===== config.mk =====
export PLATFORM = sky130hd
export DESIGN_NAME = combined_lcg_shuffle_uniform_rng
export DESIGN_NICKNAME = d
export VERILOG_FILES = /design/src/hdl/crng_pkg.sv /design/src/hdl/combined_lcg_shuffle_uniform_rng.sv /design/src/hdl/crng_ctrl.sv /design/src/hdl/crng_datapath.sv
export SDC_FILE = /design/constraint.sdc
export NUM_CORES = 2
export LEC_CHECK = 0
export BUFFER_PORTS_ARGS = -buffer_cell sky130_fd_sc_hd__buf_2
export CAP_MARGIN = 10
export CELL_PAD_IN_SITES_DETAIL_PLACEMENT = 0
export CELL_PAD_IN_SITES_GLOBAL_PLACEMENT = 2
export CORE_UTILIZATION = 40
export DETAILED_ROUTE_END_ITERATION = 8
export GPL_TIMING_DRIVEN = 0
export PLACE_DENSITY = 0.8
export SYNTH_ARGS = -nofsm -noshare
export SYNTH_HDL_FRONTEND = slang
export SYNTH_SLANG_ARGS = --single-unit

===== constraint.sdc =====
create_clock -name clk -period 7.8 [get_ports clk]
set_input_delay 1.95 -clock clk [delete_from_list [all_inputs] [get_ports clk]]
set_output_delay 1.95 -clock clk [all_outputs]
set_load 0.005 [all_outputs]

===== src/hdl/crng_pkg.sv =====
// Package for the combined LCG generator with shuffle table: constants, types, helpers.
`timescale 1ns / 1ps

package crng_pkg;

    localparam int TABLE_ENTRIES = 32;
    localparam int WARMUP_STEPS  = 8;
    localparam int SEED_STEPS    = WARMUP_STEPS + TABLE_ENTRIES;
    localparam int SLOT_W        = $clog2(TABLE_ENTRIES);
    localparam int Q_W           = SLOT_W + 1;
    localparam int STEP_W        = $clog2(SEED_STEPS);

    localparam logic [30:0] MOD_A     = 31'd2147483563;
    localparam logic [30:0] MOD_B     = 31'd2147483399;
    localparam logic [15:0] MUL_A     = 16'd40014;
    localparam logic [15:0] MUL_B     = 16'd40692;
    // 2^31 mod MOD_A and 2^31 mod MOD_B
    localparam logic [7:0]  FOLD_A    = 8'd85;
    localparam logic [7:0]  FOLD_B    = 8'd249;
    localparam logic [30:0] WRAP_ADD  = 31'd2147483562;
    localparam logic [30:0] OUT_LIMIT = 31'd2147483305;
    localparam logic [30:0] SECOND_INIT = 31'd123456789;

    // slot = last_draw / SLOT_DIV via floor reciprocal and a one-step correction
    localparam longint unsigned SLOT_DIV_L  = 1 + (64'd2147483562 / TABLE_ENTRIES);
    localparam int              RECIP_SHIFT = 37;
    localparam longint unsigned RECIP_L     = (64'd1 << RECIP_SHIFT) / SLOT_DIV_L;
    localparam int              RECIP_W     = $clog2(RECIP_L + 1);
    localparam logic [RECIP_W-1:0] RECIP    = RECIP_W'(RECIP_L);
    localparam logic [30:0]     SLOT_DIV    = 31'(SLOT_DIV_L);

    localparam logic CMD_RESEED   = 1'b0;
    localparam logic CMD_GENERATE = 1'b1;

    typedef enum logic [2:0] {
        ST_IDLE,
        ST_SEED_MUL,
        ST_SEED_RED,
        ST_DRAW_MUL,
        ST_DRAW_RED,
        ST_DRAW_FIX,
        ST_DRAW_UPD
    } state_t;

    typedef enum logic [2:0] {
        OP_NONE,
        OP_SEED,
        OP_MUL,
        OP_STEP_A,
        OP_FILL,
        OP_STEP_AB,
        OP_FIX,
        OP_UPD
    } op_t;

    typedef struct packed {
        op_t               op;
        logic [SLOT_W-1:0] fill_idx;
    } dp_cmd_t;

    typedef struct packed {
        logic out_stall;
    } dp_stat_t;

    // p mod m for m = 2^31 - k, p below 2^47
    function automatic logic [30:0] mod_reduce(input logic [46:0] p, input logic [7:0] k,
                                               input logic [30:0] m);
        logic [31:0] s;
        logic [31:0] t;
        s = {1'b0, p[30:0]} + ({16'd0, p[46:31]} * {24'd0, k});
        t = {1'b0, s[30:0]} + (s[31] ? {24'd0, k} : 32'd0);
        if (t[30:0] >= m)
        begin
            return t[30:0] - m;
        end
        return t[30:0];
    endfunction

endpackage


===== src/hdl/combined_lcg_shuffle_uniform_rng.sv =====
// Top level of the combined two-LCG uniform generator with shuffle table.
//
// Input channel s_*: one item is a command. s_tuser[0] selects reseed (0) or
// generate (1); s_tdata[30:0] carries the seed, read only on reseed.
// Output channel m_*: one item per accepted command, m_tdata[30:0] is the
// draw in [1, 2147483305], standing for draw / 2147483563.
// Generate: the result is registered after the multiply/reduce of the LCG
// units, slot correction and table read-modify-write; no new command is
// taken until then, and a stalled output holds back the table write.
// Reseed: each of the 40 (WARMUP_STEPS + TABLE_ENTRIES) seed steps is one
// multiply/reduce pass of the first LCG unit, and a draw follows the last
// step; no new command is taken meanwhile.
// Reset (rst_n low, asynchronous) loads first state 1, second state
// 123456789, last draw 0 and a zero shuffle table.
// A stalled receiver holds the result in the output register; the next
// command is still accepted and runs until it needs that register.
`timescale 1ns / 1ps

module combined_lcg_shuffle_uniform_rng
    import crng_pkg::*;
(
    input  logic        clk,
    input  logic        rst_n,
    input  logic        s_tvalid,
    output logic        s_tready,
    input  logic [31:0] s_tdata,   // [30:0] seed, [31] zero
    input  logic [0:0]  s_tuser,   // [0] cmd
    output logic        m_tvalid,
    input  logic        m_tready,
    output logic [31:0] m_tdata    // [30:0] random_value, [31] zero
);

    dp_cmd_t     dp_cmd;
    dp_stat_t    stat;
    logic [30:0] result;

    crng_ctrl u_ctrl (
        .clk      (clk),
        .rst_n    (rst_n),
        .s_tvalid (s_tvalid),
        .s_tready (s_tready),
        .cmd      (s_tuser[0]),
        .stat     (stat),
        .dp_cmd   (dp_cmd)
    );

    crng_datapath u_datapath (
        .clk      (clk),
        .rst_n    (rst_n),
        .seed     (s_tdata[30:0]),
        .dp_cmd   (dp_cmd),
        .m_tready (m_tready),
        .m_tvalid (m_tvalid),
        .m_tdata  (result),
        .stat     (stat)
    );

    assign m_tdata = {1'b0, result};

endmodule


===== src/hdl/crng_ctrl.sv =====
// Controller state machine: sequences reseed steps and the draw pipeline.
`timescale 1ns / 1ps

module crng_ctrl
    import crng_pkg::*;
(
    input  logic     clk,
    input  logic     rst_n,
    input  logic     s_tvalid,
    output logic     s_tready,
    input  logic     cmd,
    input  dp_stat_t stat,
    output dp_cmd_t  dp_cmd
);

    state_t            state_reg, state_next;
    logic [STEP_W-1:0] step_reg, step_next;
    logic [STEP_W-1:0] fill_cnt;

    always_ff @(posedge clk or negedge rst_n)
    begin
        if (!rst_n)
        begin
            state_reg <= ST_IDLE;
            step_reg  <= '0;
        end
        else
        begin
            state_reg <= state_next;
            step_reg  <= step_next;
        end
    end

    assign fill_cnt = STEP_W'(SEED_STEPS - 1) - step_reg;

    always_comb
    begin
        state_next      = state_reg;
        step_next       = step_reg;
        s_tready        = 1'b0;
        dp_cmd.op       = OP_NONE;
        dp_cmd.fill_idx = fill_cnt[SLOT_W-1:0];
        unique case (state_reg)
            ST_IDLE:
            begin
                s_tready = 1'b1;
                if (s_tvalid)
                begin
                    if (cmd == CMD_RESEED)
                    begin
                        dp_cmd.op  = OP_SEED;
                        step_next  = '0;
                        state_next = ST_SEED_MUL;
                    end
                    else
                    begin
                        dp_cmd.op  = OP_MUL;
                        state_next = ST_DRAW_RED;
                    end
                end
            end
            ST_SEED_MUL:
            begin
                dp_cmd.op  = OP_MUL;
                state_next = ST_SEED_RED;
            end
            ST_SEED_RED:
            begin
                dp_cmd.op = (step_reg >= STEP_W'(WARMUP_STEPS)) ? OP_FILL : OP_STEP_A;
                if (step_reg == STEP_W'(SEED_STEPS - 1))
                begin
                    state_next = ST_DRAW_MUL;
                end
                else
                begin
                    step_next  = step_reg + STEP_W'(1);
                    state_next = ST_SEED_MUL;
                end
            end
            ST_DRAW_MUL:
            begin
                dp_cmd.op  = OP_MUL;
                state_next = ST_DRAW_RED;
            end
            ST_DRAW_RED:
            begin
                dp_cmd.op  = OP_STEP_AB;
                state_next = ST_DRAW_FIX;
            end
            ST_DRAW_FIX:
            begin
                dp_cmd.op  = OP_FIX;
                state_next = ST_DRAW_UPD;
            end
            ST_DRAW_UPD:
            begin
                if (!stat.out_stall)
                begin
                    dp_cmd.op  = OP_UPD;
                    state_next = ST_IDLE;
                end
            end
            default:
            begin
                state_next = ST_IDLE;
            end
        endcase
    end

    a_accept_leaves_idle: assert property (@(posedge clk) disable iff (!rst_n)
        s_tvalid && s_tready |=> state_reg != ST_IDLE)
        else $error("accepted item did not start work");

    a_step_in_range: assert property (@(posedge clk) disable iff (!rst_n)
        state_reg == ST_SEED_RED |-> step_reg <= STEP_W'(SEED_STEPS - 1))
        else $error("seed step counter out of range");

    a_upd_returns_idle: assert property (@(posedge clk) disable iff (!rst_n)
        state_reg == ST_DRAW_UPD && !stat.out_stall |=> state_reg == ST_IDLE)
        else $error("draw did not finish after result write");

endmodule


===== src/hdl/crng_datapath.sv =====
// Datapath: two LCG units, shuffle table, slot divider and output register.
`timescale 1ns / 1ps

module crng_datapath
    import crng_pkg::*;
(
    input  logic        clk,
    input  logic        rst_n,
    input  logic [30:0] seed,
    input  dp_cmd_t     dp_cmd,
    input  logic        m_tready,
    output logic        m_tvalid,
    output logic [30:0] m_tdata,
    output dp_stat_t    stat
);

    logic [30:0]            first_reg, first_next;
    logic [30:0]            second_reg, second_next;
    logic [30:0]            last_reg, last_next;
    logic [30:0]            table_reg [TABLE_ENTRIES];
    logic [46:0]            pa_reg, pb_reg;
    logic [31+RECIP_W-1:0]  sp_reg;
    logic [Q_W-1:0]         qe_reg;
    logic [SLOT_W-1:0]      slot_reg;
    logic                   out_valid_reg;
    logic [30:0]            out_data_reg;

    logic [30:0]            red_a, red_b, seed_eff, tbl_rd;
    logic [Q_W:0]           qp1, q_fix;
    logic [Q_W+31:0]        bound;
    logic [SLOT_W-1:0]      slot_next;
    logic [32:0]            diff, diff_wrap;
    logic [30:0]            draw_val;

    assign red_a    = mod_reduce(pa_reg, FOLD_A, MOD_A);
    assign red_b    = mod_reduce(pb_reg, FOLD_B, MOD_B);
    assign seed_eff = (seed == 31'd0) ? 31'd1 : seed;

    assign qp1   = {1'b0, qe_reg} + (Q_W+1)'(1);
    assign bound = (Q_W+32)'(qp1) * (Q_W+32)'(SLOT_DIV);
    assign q_fix = ((Q_W+32)'(last_reg) >= bound) ? qp1 : {1'b0, qe_reg};
    assign slot_next = (q_fix >= (Q_W+1)'(TABLE_ENTRIES)) ? SLOT_W'(TABLE_ENTRIES - 1)
                                                          : q_fix[SLOT_W-1:0];

    assign tbl_rd    = table_reg[slot_reg];
    assign diff      = {2'b00, tbl_rd} - {2'b00, second_reg};
    assign diff_wrap = (diff[32] || diff == 33'd0) ? diff + {2'b00, WRAP_ADD} : diff;
    assign draw_val  = diff_wrap[30:0];

    always_comb
    begin
        first_next  = first_reg;
        second_next = second_reg;
        last_next   = last_reg;
        unique case (dp_cmd.op)
            OP_SEED:
            begin
                first_next  = seed_eff;
                second_next = seed_eff;
            end
            OP_STEP_A:
            begin
                first_next = red_a;
            end
            OP_FILL:
            begin
                first_next = red_a;
                if (dp_cmd.fill_idx == '0)
                begin
                    last_next = red_a;
                end
            end
            OP_STEP_AB:
            begin
                first_next  = red_a;
                second_next = red_b;
            end
            OP_UPD:
            begin
                last_next = draw_val;
            end
            default:
            begin
            end
        endcase
    end

    always_ff @(posedge clk or negedge rst_n)
    begin
        if (!rst_n)
        begin
            first_reg     <= 31'd1;
            second_reg    <= SECOND_INIT;
            last_reg      <= '0;
            out_valid_reg <= 1'b0;
            for (int i = 0; i < TABLE_ENTRIES; i++)
            begin
                table_reg[i] <= '0;
            end
        end
        else
        begin
            first_reg  <= first_next;
            second_reg <= second_next;
            last_reg   <= last_next;
            if (dp_cmd.op == OP_FILL)
            begin
                table_reg[dp_cmd.fill_idx] <= red_a;
            end
            else if (dp_cmd.op == OP_UPD)
            begin
                table_reg[slot_reg] <= first_reg;
            end
            if (dp_cmd.op == OP_UPD)
            begin
                out_valid_reg <= 1'b1;
            end
            else if (m_tready)
            begin
                out_valid_reg <= 1'b0;
            end
        end
    end

    always_ff @(posedge clk)
    begin
        if (dp_cmd.op == OP_MUL)
        begin
            pa_reg <= 47'(first_reg) * 47'(MUL_A);
            pb_reg <= 47'(second_reg) * 47'(MUL_B);
            sp_reg <= (31+RECIP_W)'(last_reg) * (31+RECIP_W)'(RECIP);
        end
        if (dp_cmd.op == OP_STEP_AB)
        begin
            qe_reg <= Q_W'(sp_reg >> RECIP_SHIFT);
        end
        if (dp_cmd.op == OP_FIX)
        begin
            slot_reg <= slot_next;
        end
        if (dp_cmd.op == OP_UPD)
        begin
            out_data_reg <= (draw_val > OUT_LIMIT) ? OUT_LIMIT : draw_val;
        end
    end

    assign m_tvalid       = out_valid_reg;
    assign m_tdata        = out_data_reg;
    assign stat.out_stall = out_valid_reg && !m_tready;

    a_result_range: assert property (@(posedge clk) disable iff (!rst_n)
        out_valid_reg |-> (out_data_reg != 31'd0) && (out_data_reg <= OUT_LIMIT))
        else $error("result out of range");

endmodule

== Word-level counts from Yosys, hierarchy flattened ==
Cells that the tools add are included.
Word-level totals
  logic and storage cells: 153
  input bits: 37
  flip-flop bits (word level): 1258
  output and inout port bits: 34
Cells by class
  bitwise logic cells: 2
  $lt $le $gt $ge: 10
  equality and inequality tests: 19
  $add $sub $neg: 11
  reductions and logical operators: 19
  multiplexer cells: 43
  multipliers: 5
Operator list (count)
  992-bit bitwise mux: 2
  992-bit two-way mux: 2
  31-bit two-way mux: 11
  31-bit demux with 5-bit select: 2
  31-bit case mux with 2 select lines: 3
  31-bit binary-select mux with 5-bit select: 1
  31-bit adder: 2
  31-bit >= comparator (second input constant): 2
  31-bit subtractor (second input constant): 2
  31-bit by 15-bit multiplier with 46-bit output (second input constant): 1
  31-bit by 14-bit multiplier with 45-bit output (second input constant): 1
  31-bit by 33-bit >= comparator with 1-bit output: 1
  33-bit logical NOT: 1
  31-bit by 23-bit adder with 32-bit output: 1
  31-bit by 24-bit adder with 32-bit output: 1
  7-bit by 25-bit multiplier with 32-bit output (second input constant): 1
  31-bit by 31-bit subtractor with 32-bit output: 1
  31-bit adder (second input constant): 1
  31-bit greater-than comparator (second input constant): 1
  31-bit logical NOT: 1
  16-bit by 8-bit multiplier with 24-bit output (second input constant): 1
  16-bit by 7-bit multiplier with 23-bit output (second input constant): 1
  3-bit equality test (second input constant): 7
  3-bit case mux with 7 select lines: 1
  31 further kinds: 61

== Longest topological paths before layout ==
  word-level depth: 9
  mapped depth: 32

== Cells and area by module ==
A second synthesis with hierarchy kept.
Unflattened totals
  cell total of the unflattened synthesis: 8358
  area total of the unflattened synthesis: 86634.3 sq um
By module, submodules not included
  crng_datapath: area an instance 85944.9 sq um, instances 1, sequential area each 31311.3 sq um, cells an instance 8282
  crng_ctrl: area an instance 678.2 sq um, instances 1, sequential area each 225.2 sq um, cells an instance 74
  combined_lcg_shuffle_uniform_rng: area an instance 11.3 sq um, instances 1, sequential area each 0.0 sq um, cells an instance 2

== Least setup slack after synthesis ==
Ideal clock, no wire load.
  path type: flip-flop to flip-flop
  start point: register u_datapath.pb_reg[37]
  end point: register u_datapath.second_reg[9]
  path slack: -0.294 ns
  required time: 7.674 ns
  arrival: 7.968 ns
  clock period less this slack: 8.094 ns
  path buffers: 1
  stages on the path, launching flop included: 30
  cells stage by stage: edfxtp_1 inv_1 fa_1 fa_1 fa_1 fa_1 inv_1 ha_1 clkbuf_1 a21oi_1 o21ai_0 a21oi_1 a21boi_1 o211a_1 o2111a_1 ha_1 ha_1 a31oi_1 o21ai_0 a31o_2 nand3_1 nor4_1 xor2_1 and3_1 o2111ai_1 nor4_1 nand3_1 nor4_2 a21oi_1 a221o_1
Between the ends
  longest elaborated chain between the ends: 8
  elaborated cells on any way between the ends: 10
Ends and longest elaborated chain
  from (decl): RTL line crng_datapath.sv:21  | logic [46:0] pa_reg, pb_reg;
  from (signal assigned): RTL line crng_datapath.sv:130  | pb_reg <= 47'(second_reg) * 47'(MUL_B);
  16-bit by 8-bit multiplier with 24-bit output (*): RTL line crng_pkg.sv:70  | s = {1'b0, p[30:0]} + ({16'd0, p[46:31]} * {24'd0, k});
  31-bit by 24-bit adder with 32-bit output (*): RTL line crng_pkg.sv:70
  8-bit two-way mux: RTL line crng_pkg.sv:71  | t = {1'b0, s[30:0]} + (s[31] ? {24'd0, k} : 32'd0);
  31-bit adder (*): RTL line crng_pkg.sv:71
  31-bit subtractor / 31-bit >= comparator (equally long branches): RTL line crng_pkg.sv:74, crng_pkg.sv:72
  31-bit two-way mux / 1-bit two-way mux (equally long branches): RTL line crng_pkg.sv:72  | if (t[30:0] >= m)
  31-bit two-way mux (*): RTL line crng_pkg.sv:76  | return t[30:0];
  31-bit case mux with 2 select lines (*): RTL line crng_datapath.sv:55  | unique case (dp_cmd.op)
  to (signal assigned): RTL line crng_datapath.sv:104  | second_reg <= second_next;
  to (decl): RTL line crng_datapath.sv:18  | logic [30:0] second_reg, second_next;
Mark *: on every way between the ends. The rest lies on a longest branch, timed or not. The select of a mux whose other input is x is not followed.
A chain may end at the register's enable or synchronous reset.

== Final worst setup path ==
  start point: register u_datapath.pa_reg[35]
  end point: register u_datapath.table_reg[263] (netlist name)
Between the ends
  longest elaborated chain between the ends: 9
  elaborated cells on any way between the ends: 11
Ends and longest elaborated chain
  from (decl): RTL line crng_datapath.sv:21
  from (signal assigned): RTL line crng_datapath.sv:129  | pa_reg <= 47'(first_reg) * 47'(MUL_A);
  16-bit by 7-bit multiplier with 23-bit output (*): RTL line crng_pkg.sv:70
  31-bit by 23-bit adder with 32-bit output (*): RTL line crng_pkg.sv:70
  7-bit two-way mux: RTL line crng_pkg.sv:71
  31-bit adder (*): RTL line crng_pkg.sv:71
  31-bit subtractor / 31-bit >= comparator (equally long branches): RTL line crng_pkg.sv:74, crng_pkg.sv:72
  31-bit two-way mux / 1-bit two-way mux (equally long branches): RTL line crng_pkg.sv:72
  31-bit two-way mux (*): RTL line crng_pkg.sv:76
  992-bit bitwise mux (*): RTL line crng_datapath.sv:108  | table_reg[dp_cmd.fill_idx] <= red_a;
  992-bit two-way mux (*): RTL line crng_datapath.sv:106  | if (dp_cmd.op == OP_FILL)
  to (signal, indexed assignment): RTL line crng_datapath.sv:108
  to (signal, indexed assignment): RTL line crng_datapath.sv:112  | table_reg[slot_reg] <= first_reg;
  to (decl): RTL line crng_datapath.sv:20  | logic [30:0] table_reg [TABLE_ENTRIES];
Marked as above.

==> results.txt <==
The fraction of layout cells with a size suffix above 1 is 0.210. After synthesis the cells add up to 86200 sq um. The mean routed wirelength per cell came out at 33.4 um.

The port buffer count came out at 68. CTS saw 1232 sinks. The synthesis-to-layout area growth came out at 21.8%. The placement row count came out at 170.

The pre-CTS worst setup slack came out at -2300 ps. The post-synthesis cell count is 8254. The data arrival time of the critical path is 8880 ps. The run finished, with violations left. TritonCTS built the clock tree.

On the critical path, the stage with the largest delay is an instance of or4_4. The number of buffers on the longest clock path came out at 3. The highest cell delay on the worst timing path is 550 ps. The worst setup path is captured at a flip-flop. The average size of a mapped cell came out at 10.4 sq um. The DRC violation total after the first TritonRoute iteration came out at 8767.

The critical path is of the flip-flop to flip-flop type. Max-cap violations in this run came to 0. The effective utilization at floorplan is 0.402. The later-pin clock latency in the skew report came out at 840 ps. The library cells used most frequently in the layout, excluding fill and tap cells, are 1090 x a22oi_1, 1078 x dfrtp_1, 772 x inv_1.

The total of warnings raised by yosys is 0. Across the routed clock network, the largest skew measured is 46.5 ps. The root buffer cell chosen for the clock tree is clkbuf_16. The critical-path maximum fanout is 7. The number of enable-type register cells in the synthesized netlist is 137. The highest clock rate came out at 122 MHz.

The final-report hold violation count came out at 0. Detailed placement ended at an HPWL of 293000 um. The number of clock buffers inserted by TritonCTS came out at 151.

The overall overflow remaining after global route came out at 0. Routability-driven placement finished with a final weighted congestion of 1.05. The clock-pin slew of the registers on the worst-case setup and hold paths is 70 ps. The commonest non-fill, non-tap cell in the layout is a22oi_1.

The worst setup path is launched from a flip-flop. When the netlist entered floorplanning its net count stood at 9317. Dividing the final minimum period by the clock period gives 1.05.

The first global-routing pass estimated 552000 um of wire. The path class of the tightest hold or removal check is flip-flop to flip-flop. After layout, the minimum clock period comes to 8210 ps. The actual transition at the worst max-transition pin came out at 1480 ps. The die footprint came out at 217000 sq um. The global-route usage over all layers came out at 0.354. Setup repair after global routing could not meet its margin everywhere. The number of global-route vias before repair is 74411. The number of antenna violations at the first check in global routing is 38.

For this run, design rule violations remaining after detail routing come to 0. Entering global routing, the biggest net connects 160 pins. The height of the die is 466 um. The net count of the finished layout is 9891. The count of state elements after synthesis came out at 1232. The critical path data required time is 8470 ps. The core outline area is 214000 sq um.

Wires add up to 394000 um. The H-tree was split into 4 levels. The mean number of vias per cell came out at 6.43. The final setup violation count is 1042. The worst pin sits at a relative slew slack of 0.0119.

The count of distinct cell types in the synthesized netlist came out at 109. The number of slew-limit violations in the final report came out at 0. Across all layers, the routed design uses 75808 vias. The proportion of synthesized chip area in sequential cells is 0.366. The setup slack of the critical path after layout came out at -410 ps.

In this run the remaining antenna-violating nets after routing total 0. The share of async-settable or async-resettable flops after synthesis came out at 0.889. After filler insertion, the fill cell instance count of the layout stands at 19753. The number of top-level pins is 71. The most frequently used flop master after synthesis is dfrtp_1. The checks that failed: negative setup slack.

The floorplan die width is 466 um. The iteration count of the initial detailed-routing pass came out at 7. The number of flip-flops under the largest register name came out at 992. The final setup TNS came out at -217760 ps.
==> per-stage QoR <==
| stage | hold slack (ps) | cell area, sq um | utilization | std cells |
|---|---|---|---|---|
| 2_1_floorplan | 400 | 86300 | - | 8254 |
| 4_1_cts | 419 | 101000 | 0.473 | 11668 |
| 3_5_place_dp | 406 | 91200 | 0.425 | 11216 |
| 3_3_place_gp | 400 | 90200 | 0.421 | 11160 |
| 6_report | 419 | 105000 | 0.490 | 11792 |
| 5_1_grt | 427 | 105000 | 0.490 | 11780 |
==> layer usage <==
layer | track usage | share of wire | vias to the layer above
li1 | - | - | 31595
met1 | 0.450 | 0.39 | 39008
met2 | 0.531 | 0.44 | 4084
met3 | 0.122 | 0.11 | 1084
met4 | 0.186 | 0.065 | 37
met5 | 0.00198 | 0.0013 | -
==> synth_stat cells (all sizes together), types with 32 or more instances <==
library cell  instances  area (sq um)
ha                  560          7010
buf                 127           662
and2                 38           238
fa                  466          9330
clkbuf              567          2150
xnor2               147          1290
nand4                61           382
nand2               207           837
a21o                 72           541
a21oi               272          1380
edfxtp              137          4110
dfrtp              1078         27000
nor4                 39           303
o21ai              1157          5810
a211oi               93           698
inv                 797          2990
a22oi              1103          8280
nor3                 71           370
mux4                248          5590
nand3                94           475
a31oi                40           250
nand2b               35           234
and3                 93           582
o211ai               32           245
o21a                 35           264
nor2                195           732
xor2                 66           593
==> worst paths after layout <==
path / startpoint / endpoint / slack, ps / cells past startpoint
max: u_datapath.pa_reg[35] / u_datapath.table_reg[263] / -410 / 33
min: u_datapath.sp_reg[41] / u_datapath.qe_reg[4] / 420 / 0
max reg2reg: u_datapath.pa_reg[35] / u_datapath.table_reg[263] / -410 / 33
min reg2reg: u_datapath.sp_reg[41] / u_datapath.qe_reg[4] / 420 / 0
max in group asynchronous: rst_n / u_datapath.first_reg[19] / 4020 / 5
min in group asynchronous: rst_n / u_datapath.table_reg[18] / 1270 / 2
==> worst max-delay path, delay by kind of cell, from the launching register on <==
kind / cells / cell delay (ps)
DFF: 1 / 460
and+or+nand+nor: 11 / 2980
AOI/OAI and AO/OA: 7 / 1280
xor gates and xnor gates: 1 / 150
adders and majority gates: 7 / 2290
buffers and inverters: 7 / 860
==> timing repair <==
action,4_1_cts,5_1_grt
pin swaps,229,372
gates cloned,37,26
hold endpoints to repair,0,0
gates resized for setup,938,768
setup buffers,157,87
endpoints found under the setup margin,1115,1099
hold buffers,0,0
==> cell families (layout without fill, tap and decap cells) <==
group                    Yosys count  count (layout)  synth area share
buffers and inverters           1491            2178            0.0673
XOR/XNOR                         213             213            0.0218
AND/OR/NAND/NOR                  991             991            0.0622
AO/OA/AOI/OAI                   3025            3025             0.225
multiplexers                     275             275            0.0682
flip-flops                      1232            1232             0.366
other                              1              14         0.0000435
adder cells (fa/ha/maj)         1026            1026             0.189
==> final cells by class <==
cell class	count	area [sq um]	area share
diodes	13	32.5	0.000310
plain buffers	681	4290	0.0408
clock buffers	216	4410	0.0420
clock inverters	50	557	0.00530
inverters	797	2990	0.0285
multi-input cells	5531	52400	0.499
flip-flops and latches	1232	31500	0.300
well taps	2838	3550	0.0338
repair buffers	434	5240	0.0499
Power is not shown: default switching activity piles up to over one toggle a cycle in this logic, so the estimate is an artifact.
